`src/hw/rtl/tked_pkg.sv`:
```
// Shared types and constants of the touch key event decoder.
// No dependencies; imported by every module of the block.
`timescale 1ns / 1ps
`default_nettype none

package tked_pkg;

	localparam int NUM_KEYS  = 6;
	localparam int TIME_W    = 32;
	localparam int THR_W     = 16;
	localparam int CNT_W     = $clog2(NUM_KEYS + 1);

	localparam logic [NUM_KEYS-1:0] EVEN_PATTERN = 6'h15;
	localparam logic [NUM_KEYS-1:0] ODD_PATTERN  = 6'h2a;
	localparam logic [CNT_W-1:0]    MULTI_MIN    = 3'd4;

	localparam logic [THR_W-1:0] LONG_TOUCH_RST   = 16'd1000;
	localparam logic [THR_W-1:0] GESTURE_HOLD_RST = 16'd2000;

	typedef enum logic [0:0] {
		CFG_LONG_TOUCH   = 1'b0,
		CFG_GESTURE_HOLD = 1'b1
	} cfg_idx_t;

	// Per-key outcome of one sample
	typedef struct packed {
		logic begin_ev;
		logic release_ev;
		logic holding;
		logic long_event;
		logic long_held;
	} key_evt_t;

	function automatic logic [CNT_W-1:0] count_keys(input logic [NUM_KEYS-1:0] m);
		logic [CNT_W-1:0] n;
		n = '0;
		for (int i = 0; i < NUM_KEYS; i++) begin
			n = n + CNT_W'(m[i]);
		end
		return n;
	endfunction

endpackage

`default_nettype wire

```
`src/hw/rtl/tked_key_unit.sv`:
```
// Per-key touch tracker: begin/release/holding and one-shot long touch.
// Depends on tked_pkg.
`timescale 1ns / 1ps
`default_nettype none

module tked_key_unit
	import tked_pkg::*;
(
	input  wire logic              clk,
	input  wire logic              arst_n,
	input  wire logic              en,
	input  wire logic              cur,
	input  wire logic [TIME_W-1:0] now,
	input  wire logic [THR_W-1:0]  long_thr,
	output key_evt_t               evt
);

	logic              prev_q;
	logic              armed_q;
	logic              long_q;
	logic [TIME_W-1:0] start_q;
	logic [TIME_W-1:0] elapsed;
	logic              both;
	logic              fire;

	assign elapsed = now - start_q;
	assign both    = cur & prev_q;
	// start_q is only looked at while armed, and arming always writes it
	assign fire    = both & armed_q & (elapsed >= {{(TIME_W-THR_W){1'b0}}, long_thr});

	always_comb begin
		evt.begin_ev   = cur & ~prev_q;
		evt.release_ev = ~cur & prev_q;
		evt.holding    = both & ~fire;
		evt.long_event = fire;
		evt.long_held  = (long_q | fire) & cur;
	end

	always_ff @(posedge clk or negedge arst_n) begin
		if (!arst_n) begin
			prev_q  <= 1'b0;
			armed_q <= 1'b0;
			long_q  <= 1'b0;
		end else if (en) begin
			prev_q <= cur;
			long_q <= evt.long_held;
			if (evt.begin_ev) begin
				armed_q <= 1'b1;
			end else if (fire) begin
				armed_q <= 1'b0;
			end
		end
	end

	always_ff @(posedge clk) begin
		if (en && evt.begin_ev) begin
			start_q <= now;
		end
	end

endmodule

`default_nettype wire

```
`src/hw/rtl/tked_gesture_timer.sv`:
```
// Hold timer for one multi-key gesture, compared against the gesture threshold.
// Depends on tked_pkg.
`timescale 1ns / 1ps
`default_nettype none

module tked_gesture_timer
	import tked_pkg::*;
(
	input  wire logic              clk,
	input  wire logic              arst_n,
	input  wire logic              en,
	input  wire logic              active,
	input  wire logic [TIME_W-1:0] now,
	input  wire logic [THR_W-1:0]  hold_thr,
	output logic                   held
);

	logic              run_q;
	logic [TIME_W-1:0] start_q;
	logic [TIME_W-1:0] elapsed;

	// first active sample counts as zero elapsed
	assign elapsed = run_q ? (now - start_q) : '0;
	assign held    = active & (elapsed >= {{(TIME_W-THR_W){1'b0}}, hold_thr});

	always_ff @(posedge clk or negedge arst_n) begin
		if (!arst_n) begin
			run_q <= 1'b0;
		end else if (en) begin
			run_q <= active;
		end
	end

	always_ff @(posedge clk) begin
		if (en && active && !run_q) begin
			start_q <= now;
		end
	end

endmodule

`default_nettype wire

```
`src/hw/rtl/touch_key_event_decoder.sv`:
```
// Touch key event decoder, top level.
// Path: a sample goes through the input register, then the result register, before its result beat is offered.
// Throughput: one sample per cycle while out_ready is high; each key and gesture timer is one 32-bit subtract/compare.
// Reset (arst_n low): key history, timers and sleep flag cleared, thresholds to 1000/2000 ms.
// Start-time registers are not reset; they are read only after being written.
// Depends on tked_pkg, tked_key_unit, tked_gesture_timer.
`timescale 1ns / 1ps
`default_nettype none

module touch_key_event_decoder
	import tked_pkg::*;
(
	input  wire logic                clk,
	input  wire logic                arst_n,

	input  wire logic                cfg_valid,
	output logic                     cfg_ready,
	input  wire logic [0:0]          cfg_index,
	input  wire logic [THR_W-1:0]    cfg_data,

	input  wire logic                in_valid,
	output logic                     in_ready,
	input  wire logic [NUM_KEYS-1:0] key_mask,
	input  wire logic [TIME_W-1:0]   now_ms,

	output logic                     out_valid,
	input  wire logic                out_ready,
	output logic [NUM_KEYS-1:0]      begin_mask,
	output logic [NUM_KEYS-1:0]      release_mask,
	output logic [NUM_KEYS-1:0]      holding_mask,
	output logic [NUM_KEYS-1:0]      long_event_mask,
	output logic [NUM_KEYS-1:0]      long_held_mask,
	output logic                     three_key_hold,
	output logic                     four_key_hold,
	output logic                     sleep_request
);

	logic [THR_W-1:0]    long_thr_q;
	logic [THR_W-1:0]    gesture_thr_q;

	logic                valid_s1;
	logic [NUM_KEYS-1:0] keys_s1;
	logic [TIME_W-1:0]   now_s1;
	logic                adv;

	key_evt_t            evt [NUM_KEYS];
	logic [NUM_KEYS-1:0] begin_d, release_d, holding_d, long_ev_d, long_held_d;
	logic                even_hold, odd_hold, multi_hold, three_d;
	logic                sleep_sent_q;

	logic                valid_s2;
	logic [NUM_KEYS-1:0] begin_s2, release_s2, holding_s2, long_ev_s2, long_held_s2;
	logic                three_s2, four_s2, sleep_s2;

	// ---- configuration ----
	assign cfg_ready = 1'b1;

	always_ff @(posedge clk or negedge arst_n) begin
		if (!arst_n) begin
			long_thr_q    <= LONG_TOUCH_RST;
			gesture_thr_q <= GESTURE_HOLD_RST;
		end else if (cfg_valid) begin
			unique case (cfg_idx_t'(cfg_index))
				CFG_LONG_TOUCH:   long_thr_q    <= cfg_data;
				CFG_GESTURE_HOLD: gesture_thr_q <= cfg_data;
				default:          ;
			endcase
		end
	end

	// ---- input register ----
	assign adv      = valid_s1 & (~valid_s2 | out_ready);
	assign in_ready = ~valid_s1 | adv;

	always_ff @(posedge clk or negedge arst_n) begin
		if (!arst_n) begin
			valid_s1 <= 1'b0;
		end else if (in_ready) begin
			valid_s1 <= in_valid;
		end
	end

	always_ff @(posedge clk) begin
		if (in_valid && in_ready) begin
			keys_s1 <= key_mask;
			now_s1  <= now_ms;
		end
	end

	// ---- per-key decisions; state moves only when the beat advances ----
	for (genvar k = 0; k < NUM_KEYS; k++) begin : g_key
		tked_key_unit u_key (
			.clk      (clk),
			.arst_n   (arst_n),
			.en       (adv),
			.cur      (keys_s1[k]),
			.now      (now_s1),
			.long_thr (long_thr_q),
			.evt      (evt[k])
		);

		assign begin_d[k]     = evt[k].begin_ev;
		assign release_d[k]   = evt[k].release_ev;
		assign holding_d[k]   = evt[k].holding;
		assign long_ev_d[k]   = evt[k].long_event;
		assign long_held_d[k] = evt[k].long_held;
	end

	// ---- gesture timers ----
	tked_gesture_timer u_even (
		.clk      (clk),
		.arst_n   (arst_n),
		.en       (adv),
		.active   (keys_s1 == EVEN_PATTERN),
		.now      (now_s1),
		.hold_thr (gesture_thr_q),
		.held     (even_hold)
	);

	tked_gesture_timer u_odd (
		.clk      (clk),
		.arst_n   (arst_n),
		.en       (adv),
		.active   (keys_s1 == ODD_PATTERN),
		.now      (now_s1),
		.hold_thr (gesture_thr_q),
		.held     (odd_hold)
	);

	tked_gesture_timer u_multi (
		.clk      (clk),
		.arst_n   (arst_n),
		.en       (adv),
		.active   (count_keys(keys_s1) >= MULTI_MIN),
		.now      (now_s1),
		.hold_thr (gesture_thr_q),
		.held     (multi_hold)
	);

	assign three_d = even_hold | odd_hold;

	// sleep request fires once per continuous three-key hold
	always_ff @(posedge clk or negedge arst_n) begin
		if (!arst_n) begin
			sleep_sent_q <= 1'b0;
		end else if (adv) begin
			sleep_sent_q <= three_d;
		end
	end

	// ---- result register ----
	always_ff @(posedge clk or negedge arst_n) begin
		if (!arst_n) begin
			valid_s2 <= 1'b0;
		end else if (adv) begin
			valid_s2 <= 1'b1;
		end else if (out_ready) begin
			valid_s2 <= 1'b0;
		end
	end

	always_ff @(posedge clk) begin
		if (adv) begin
			begin_s2     <= begin_d;
			release_s2   <= release_d;
			holding_s2   <= holding_d;
			long_ev_s2   <= long_ev_d;
			long_held_s2 <= long_held_d;
			three_s2     <= three_d;
			four_s2      <= multi_hold;
			sleep_s2     <= three_d & ~sleep_sent_q;
		end
	end

	assign out_valid       = valid_s2;
	assign begin_mask      = begin_s2;
	assign release_mask    = release_s2;
	assign holding_mask    = holding_s2;
	assign long_event_mask = long_ev_s2;
	assign long_held_mask  = long_held_s2;
	assign three_key_hold  = three_s2;
	assign four_key_hold   = four_s2;
	assign sleep_request   = sleep_s2;

endmodule

`default_nettype wire

```
`config.mk`:
```
export PLATFORM = sky130hd
export DESIGN_NAME = touch_key_event_decoder
export DESIGN_NICKNAME = d
export VERILOG_FILES = /design/src/hw/rtl/tked_pkg.sv /design/src/hw/rtl/tked_key_unit.sv /design/src/hw/rtl/tked_gesture_timer.sv /design/src/hw/rtl/touch_key_event_decoder.sv
export SDC_FILE = /design/constraint.sdc
export NUM_CORES = 1
export LEC_CHECK = 0
export BUFFER_PORTS_ARGS = -buffer_cell sky130_fd_sc_hd__buf_4
export CORE_ASPECT_RATIO = 1.4
export CORE_MARGIN = 3
export CORE_UTILIZATION = 50
export CTS_CLUSTER_DIAMETER = 200
export DETAILED_ROUTE_END_ITERATION = 16
export PLACE_DENSITY = 0.75
export SYNTH_ARGS = -nofsm -noshare
export SYNTH_HDL_FRONTEND = slang
export SYNTH_HIERARCHICAL = 1
export SYNTH_SLANG_ARGS = --single-unit
```
`constraint.sdc`:
```
create_clock -name clk -period 6 [get_ports clk]
set_input_delay 0.9 -clock clk [delete_from_list [all_inputs] [get_ports clk]]
set_output_delay 0.9 -clock clk [all_outputs]
set_load 0.03 [all_outputs]
```
## After elaboration in Yosys (flattened, before gate mapping)

Cells that the tools add are included.

- Output and inout port bits: 36
- Bits in registers: 415
- Word-level logic and storage cells: 197
- Latch bits: 0
- Memory bits (writable): 0
- Memories: 0
- Bits in read-only memories: 0

- Mux-type cells: 17
- Multiply operators: 0
- Shift operators: 0
- Bitwise logic cells: 78
- Equality and inequality tests: 2
- Add/subtract/negate cells: 14
- Reductions and logical operators: 31
- Magnitude comparators: 10
- Div/mod/pow operators: 0

Operators with widths:

| cell | number |
|---|---|
| greater-or-equal comparator 32 x 16 -> 1 bit | 9 |
| subtractor 32 bit | 9 |
| two-way mux 32 bit | 3 |
| bitwise AND 1 bit | 47 |
| NOT 1 bit | 22 |
| AND reduction 2 bit | 8 |
| two-way mux 1 bit | 14 |
| nonzero test 2 bit | 7 |
| logical AND 1 bit | 13 |
| adder 3 x 1 -> 3 bit | 3 |
| bitwise OR 1 bit | 9 |
| equality test 6 x 5 -> 1 bit, second input constant | 1 |
| equality test 6 bit, second input constant | 1 |
| adder 2 x 1 -> 3 bit | 1 |
| greater-or-equal comparator 3 bit, second input constant | 1 |
| logical NOT 1 bit | 3 |
| adder 1 x 1 -> 2 bit | 1 |

## Longest topological paths before layout

- Depth in word-level cells: 8
- Gate-level depth with buffers: 23
- Gate-level depth less buffers: 22

## Cells and area by module

The synthesis kept the hierarchy.

By module, submodules not included:

| module | sequential area each (um^2) | cells an instance | area each (um^2) | instances |
|---|---|---|---|---|
| tked_key_unit at g_key[0].u_key ... | 1036.0 | 441 | 3733.6 | 5 |
| touch_key_event_decoder | 3022.9 | 174 | 3679.8 | 1 |
| tked_key_unit at g_key[5].u_key | 1036.0 | 432 | 3666.0 | 1 |
| tked_gesture_timer at u_odd | 985.9 | 437 | 3607.2 | 1 |
| tked_gesture_timer at u_even | 985.9 | 445 | 3602.2 | 1 |
| tked_gesture_timer at u_multi | 985.9 | 398 | 3374.5 | 1 |

## Worst setup path after synthesis

Ideal clock, no wire load.

- Kind: register -> register
- From: reg now_s1[1]
- To: reg long_ev_s2[0], in the netlist long_event_mask[0], data pin
- Arrival: 4602 ps
- Period minus slack after synthesis: 4853 ps
- Path buffers: 1
- Path slack: 1147 ps
- Cell stages (with the launch flop): 19
- Path through: edfxtp_1 -> ha_1 -> nor2b_1 -> o2111ai_1 -> and2_1 -> o41ai_1 -> nand2_1 -> nand2_1 -> xor2_1 -> ha_1 -> a221o_1 -> a211oi_1 -> nand4b_1 -> nor4_1 -> nand4_1 -> or4_4 -> nor4_4 -> nor2_1 -> buf_4

- Word-level cells in the longest chain between the ends: 3

Ends and longest elaborated chain:

| element | line | RTL |
|---|---|---|
| start: declaration | touch_key_event_decoder.sv:43 | `logic [TIME_W-1:0] now_s1;` |
| start signal: assignment | touch_key_event_decoder.sv:86 | `now_s1 <= now_ms;` |
| subtractor 32 bit | tked_key_unit.sv:26 | `assign elapsed = now - start_q;` |
| greater-or-equal comparator 32 x 16 -> 1 bit | tked_key_unit.sv:29 | `assign fire = both & armed_q & (elapsed >= {{(TIME_W-THR_W){1'b0}}, long_thr});` |
| bitwise AND 1 bit | tked_key_unit.sv:29 |  |
| net g_key[0].u_key.fire | tked_key_unit.sv:24 | `logic fire;` |
| end signal: assignment | touch_key_event_decoder.sv:167 | `long_ev_s2 <= long_ev_d;` |
| end: declaration | touch_key_event_decoder.sv:52 | `logic [NUM_KEYS-1:0] begin_s2, release_s2, holding_s2, long_ev_s2, long_held_s2;` |

The timed path passes the listed nets, and every way through them passes these cells.
A chain may end at the register's enable or synchronous reset.

## Worst setup path in the final report

- From: reg now_s1[2]
- To: reg sleep_s2, in the netlist sleep_request, data pin

- Word-level cells in the longest chain between the ends: 6

Ends and longest elaborated chain:

| element | line | RTL |
|---|---|---|
| subtractor 32 bit | tked_gesture_timer.sv:23 | `assign elapsed = run_q ? (now - start_q) : '0;` |
| two-way mux 32 bit | tked_gesture_timer.sv:23 |  |
| greater-or-equal comparator 32 x 16 -> 1 bit | tked_gesture_timer.sv:24 | `assign held = active & (elapsed >= {{(TIME_W-THR_W){1'b0}}, hold_thr});` |
| bitwise AND 1 bit | tked_gesture_timer.sv:24 |  |
| net odd_hold | touch_key_event_decoder.sv:48 | `logic even_hold, odd_hold, multi_hold, three_d;` |
| bitwise OR 1 bit | touch_key_event_decoder.sv:140 | `assign three_d = even_hold \| odd_hold;` |
| bitwise AND 1 bit | touch_key_event_decoder.sv:171 | `sleep_s2 <= three_d & ~sleep_sent_q;` |
| end signal: assignment | touch_key_event_decoder.sv:171 |  |
| end: declaration | touch_key_event_decoder.sv:53 | `logic three_s2, four_s2, sleep_s2;` |

The timed path passes the listed nets, and every way through them passes these cells.

==> flow_summary.yaml <==
synthesis:
  synth_top_family_by_area: "compound AO/OA/AOI/OAI gates"
  synth-compound-area-share_pct: 22.2
  synth_area_leaders: "edfxtp_1, ha_1, inv_1"
  synth_mux_area_share_pct: 2.51
  synth_simple_gate_area_share_pct: 15.8
  synth_area_mm2: 0.0366
  synth_async_sr_flop_share_pct: 13.5
  synth_cell_type_count: 100
  synthAdderAreaFrac_pct: 15.2
  synth_edf_count: 359
  syn-num-nets: 4588
  ys.flop_type: "edfxtp_1"
  yosys.area.top_type_share_pct: 29.5
  synth_cells: 4091
  synth-seq-cells: 415
  synth_xor_area_share_pct: 4.02
  synth.largest_area_cell: "edfxtp_1"
  yosysSeqAreaShare_pct: 33.3
  ys.warnings.count: 6
  syn_area_per_cell_um2: 8.95
global_routing:
  track_usage_pct: 30.4
  grt_max_degree: 50
  use_met2_pct: 51.0
  grt_util_met3_pct: 4.46
  grt_use_met1_pct: 35.9
  grt_pass1_wl_um: 182000
  grt_overflow: 0
  first_global_vias: 31600
  antenna_found_initial: 8
  grt.busiest_layer: "met2"
finish:
  regArea_mm2: 0.0122
  fillCellCount: 6637
  final_cell_mix: "inv_1, ha_1, edfxtp_1, nand2_1, a21oi_1"
  nets: 4678
  drive_gt1_share_pct: 9.82
  multiInputGateArea_mm2: 0.0219
  final_common_cell: "inv_1"
  syn_to_final_growth_pct: 9.27
setup_path:
  cp_max_fo: 18
  slowest_stage: "edfxtp_1"
  critPathBufInv: 0
  rrSetupSlack_ns: 0.45
  cp.required_ns: 6.35
  path_cells: "ha_1, o21a_1, o31a_1, o21ai_1, a211oi_1, or3_1, a21oi_1, xor2_1, nor2_1, ha_1, and4_1, o31a_1, a22oi_1, o211ai_1, or4_1, a41oi_1, o2111ai_1, nor4_1, a21oi_1, nor2_1, nor2_1"
  critPathArrivalTime_ns: 5.89
  cpPeakStageDelay_ns: 1.00
  crit_type: "flop to flop"
  reg2reg_to: "sleep_request$_DFFE_PP_"
  crit_path_start: "now_s1[2]$_DFFE_PP_"
  reg2regPathDepth: 21
  cp-end-kind: "flop"
  start_kind: "flop"
  path_delay_family: "simple AND/OR/NAND/NOR gates"
  timing.rr.start: "now_s1[2]$_DFFE_PP_"
  cpMostUsedCell: "nor2_1"
route:
  postRouteAntennaNets: 0
  post_drt_wl_per_cell_um: 23.5
  wl_um: 121000
  first_pass_iters: 9
  drt_drc_violations_left: 0
  via_per_inst: 6.35
  num_vias: 32800
  drtIter0Drc: 3031
timing:
  min_period_ns: 5.55
  finClkSkew_ns: 0.0127
  timing.final.crit_share_pct: 92.5
  rsz0062_at_grt: "false"
  fmax_mhz: 180
  hold_violations: 0
  slew_headroom_pct: 4.80
  whs_ns: 0.177
  setup_violations: 0
  finalSetupTns_ns: 0
  tightest_slew_ns: 1.43
  finalMaxSlewViolations: 0
clock_network:
  cts_buffers: 46
  cts_setup_buffers: 0
  path_clk_slew_ns: 0.07
  cts_tree: "done"
  root_buffer: "clkbuf_16"
  clk_latency_ns: 0.60
  h-tree-depth: 2
  cts_buffer_depth: 3
  cts_hold_buf: 0
  cts_resized: 0
  cts_sinks: 415
place:
  portBuffers: 94
  place.gp.congestion: 1.02
  hpwl_um: 91600
floorplanning:
  die_height_um: 326
  core_mm2: 0.0720
  rows: 116
  die_w_um: 235
  pin_count: 96
  dieArea_mm2: 0.0765
  initial_core_util_pct: 50.8
power:
  leakage_uw: 0.0173
  power-per-cell-area_mw_per_mm2: 246
  ir_worst_vdd_mv: 0.324
run:
  maxCapViolCount: 0
min_path:
  hold_class: "primary input to asynchronous set/reset pin"
outcome:
  status: "finished, final reports clean"
stage by stage:
stage / worst slack, ns / utilization [%] / std cells / power (uW) / cell area [um^2]
finish: 0.452 / 55.5 / 5163 / 9830 / 40000
global placement: 0.545 / 53.3 / 5077 / 6730 / 38400
floorplan: 1.15 / - / 4091 / 5780 / 36600
detailed placement: 0.529 / 53.3 / 5077 / 6780 / 38400
global route: 0.116 / 55.5 / 5162 / 10300 / 40000
CTS: 0.505 / 55.5 / 5162 / 9800 / 40000
worst max path at each step:
stage / endpoint / slack [ns] / depth (start not counted)
4_1_cts: long_held_mask[4]$_DFFE_PP_ / 0.50 / 19
2_1_floorplan: long_event_mask[0]$_DFFE_PP_ / 1.15 / 18
6_report: sleep_request$_DFFE_PP_ / 0.45 / 21
3_3_place_gp: long_held_mask[4]$_DFFE_PP_ / 0.54 / 19
3_5_place_dp: long_held_mask[4]$_DFFE_PP_ / 0.53 / 19
5_1_grt: sleep_request$_DFFE_PP_ / 0.12 / 21
flip-flops by register name, indices dropped and copies added, names as in the netlist, 16 cells and up:
register,flops
long_thr_q,16
now_s1,32
u_even/start_q,32
gesture_thr_q,16
g_key.u_key/start_q,192
u_odd/start_q,32
u_multi/start_q,32
cell usage after synthesis (80+ instances only):
| master | instances |
|---|---|
| nand3_1 | 93 |
| nand4_1 | 95 |
| o21ai_0 | 218 |
| ha_1 | 426 |
| nand2_1 | 353 |
| edfxtp_1 | 359 |
| inv_1 | 518 |
| o21a_1 | 80 |
| a21o_1 | 87 |
| a21oi_1 | 339 |
| xnor2_1 | 98 |
| nor2_1 | 277 |
final cells by class:
type / count / area share, %
diodes: 1 / 0.00626
inverters: 518 / 4.86
multi-input cells: 3038 / 54.7
repair buffers: 162 / 3.04
well taps: 944 / 2.95
clock buffers: 57 / 3.22
clock inverters: 28 / 0.738
flip-flops and latches: 415 / 30.5
layer usage:
layer  vias to the layer above  part of all wire (%)
met4                         4                   7.9
met2                      1415                    47
met3                       427                   7.0
li1                      15200                     -
met1                     15700                    38
met5                         -                 0.022
kinds of logic after synthesis:
kind of cell | Yosys count
other | 1
AND/OR/NAND/NOR | 1156
multiplexers | 81
AO/OA/AOI/OAI | 1195
XOR/XNOR | 168
flip-flops | 415
adder cells (fa/ha/maj) | 437
buffers and inverters | 638
where the power goes:
| part | switching [uW] | internal (uW) | leakage (uW) |
|---|---|---|---|
| Clock | 1270 | 1750 | 0.000771 |
| Combinational | 1950 | 1200 | 0.0125 |
| Sequential | 276 | 3380 | 0.00397 |
| Total | 3490 | 6330 | 0.0173 |
No activity file was read; power rests on OpenSTA's default activity.
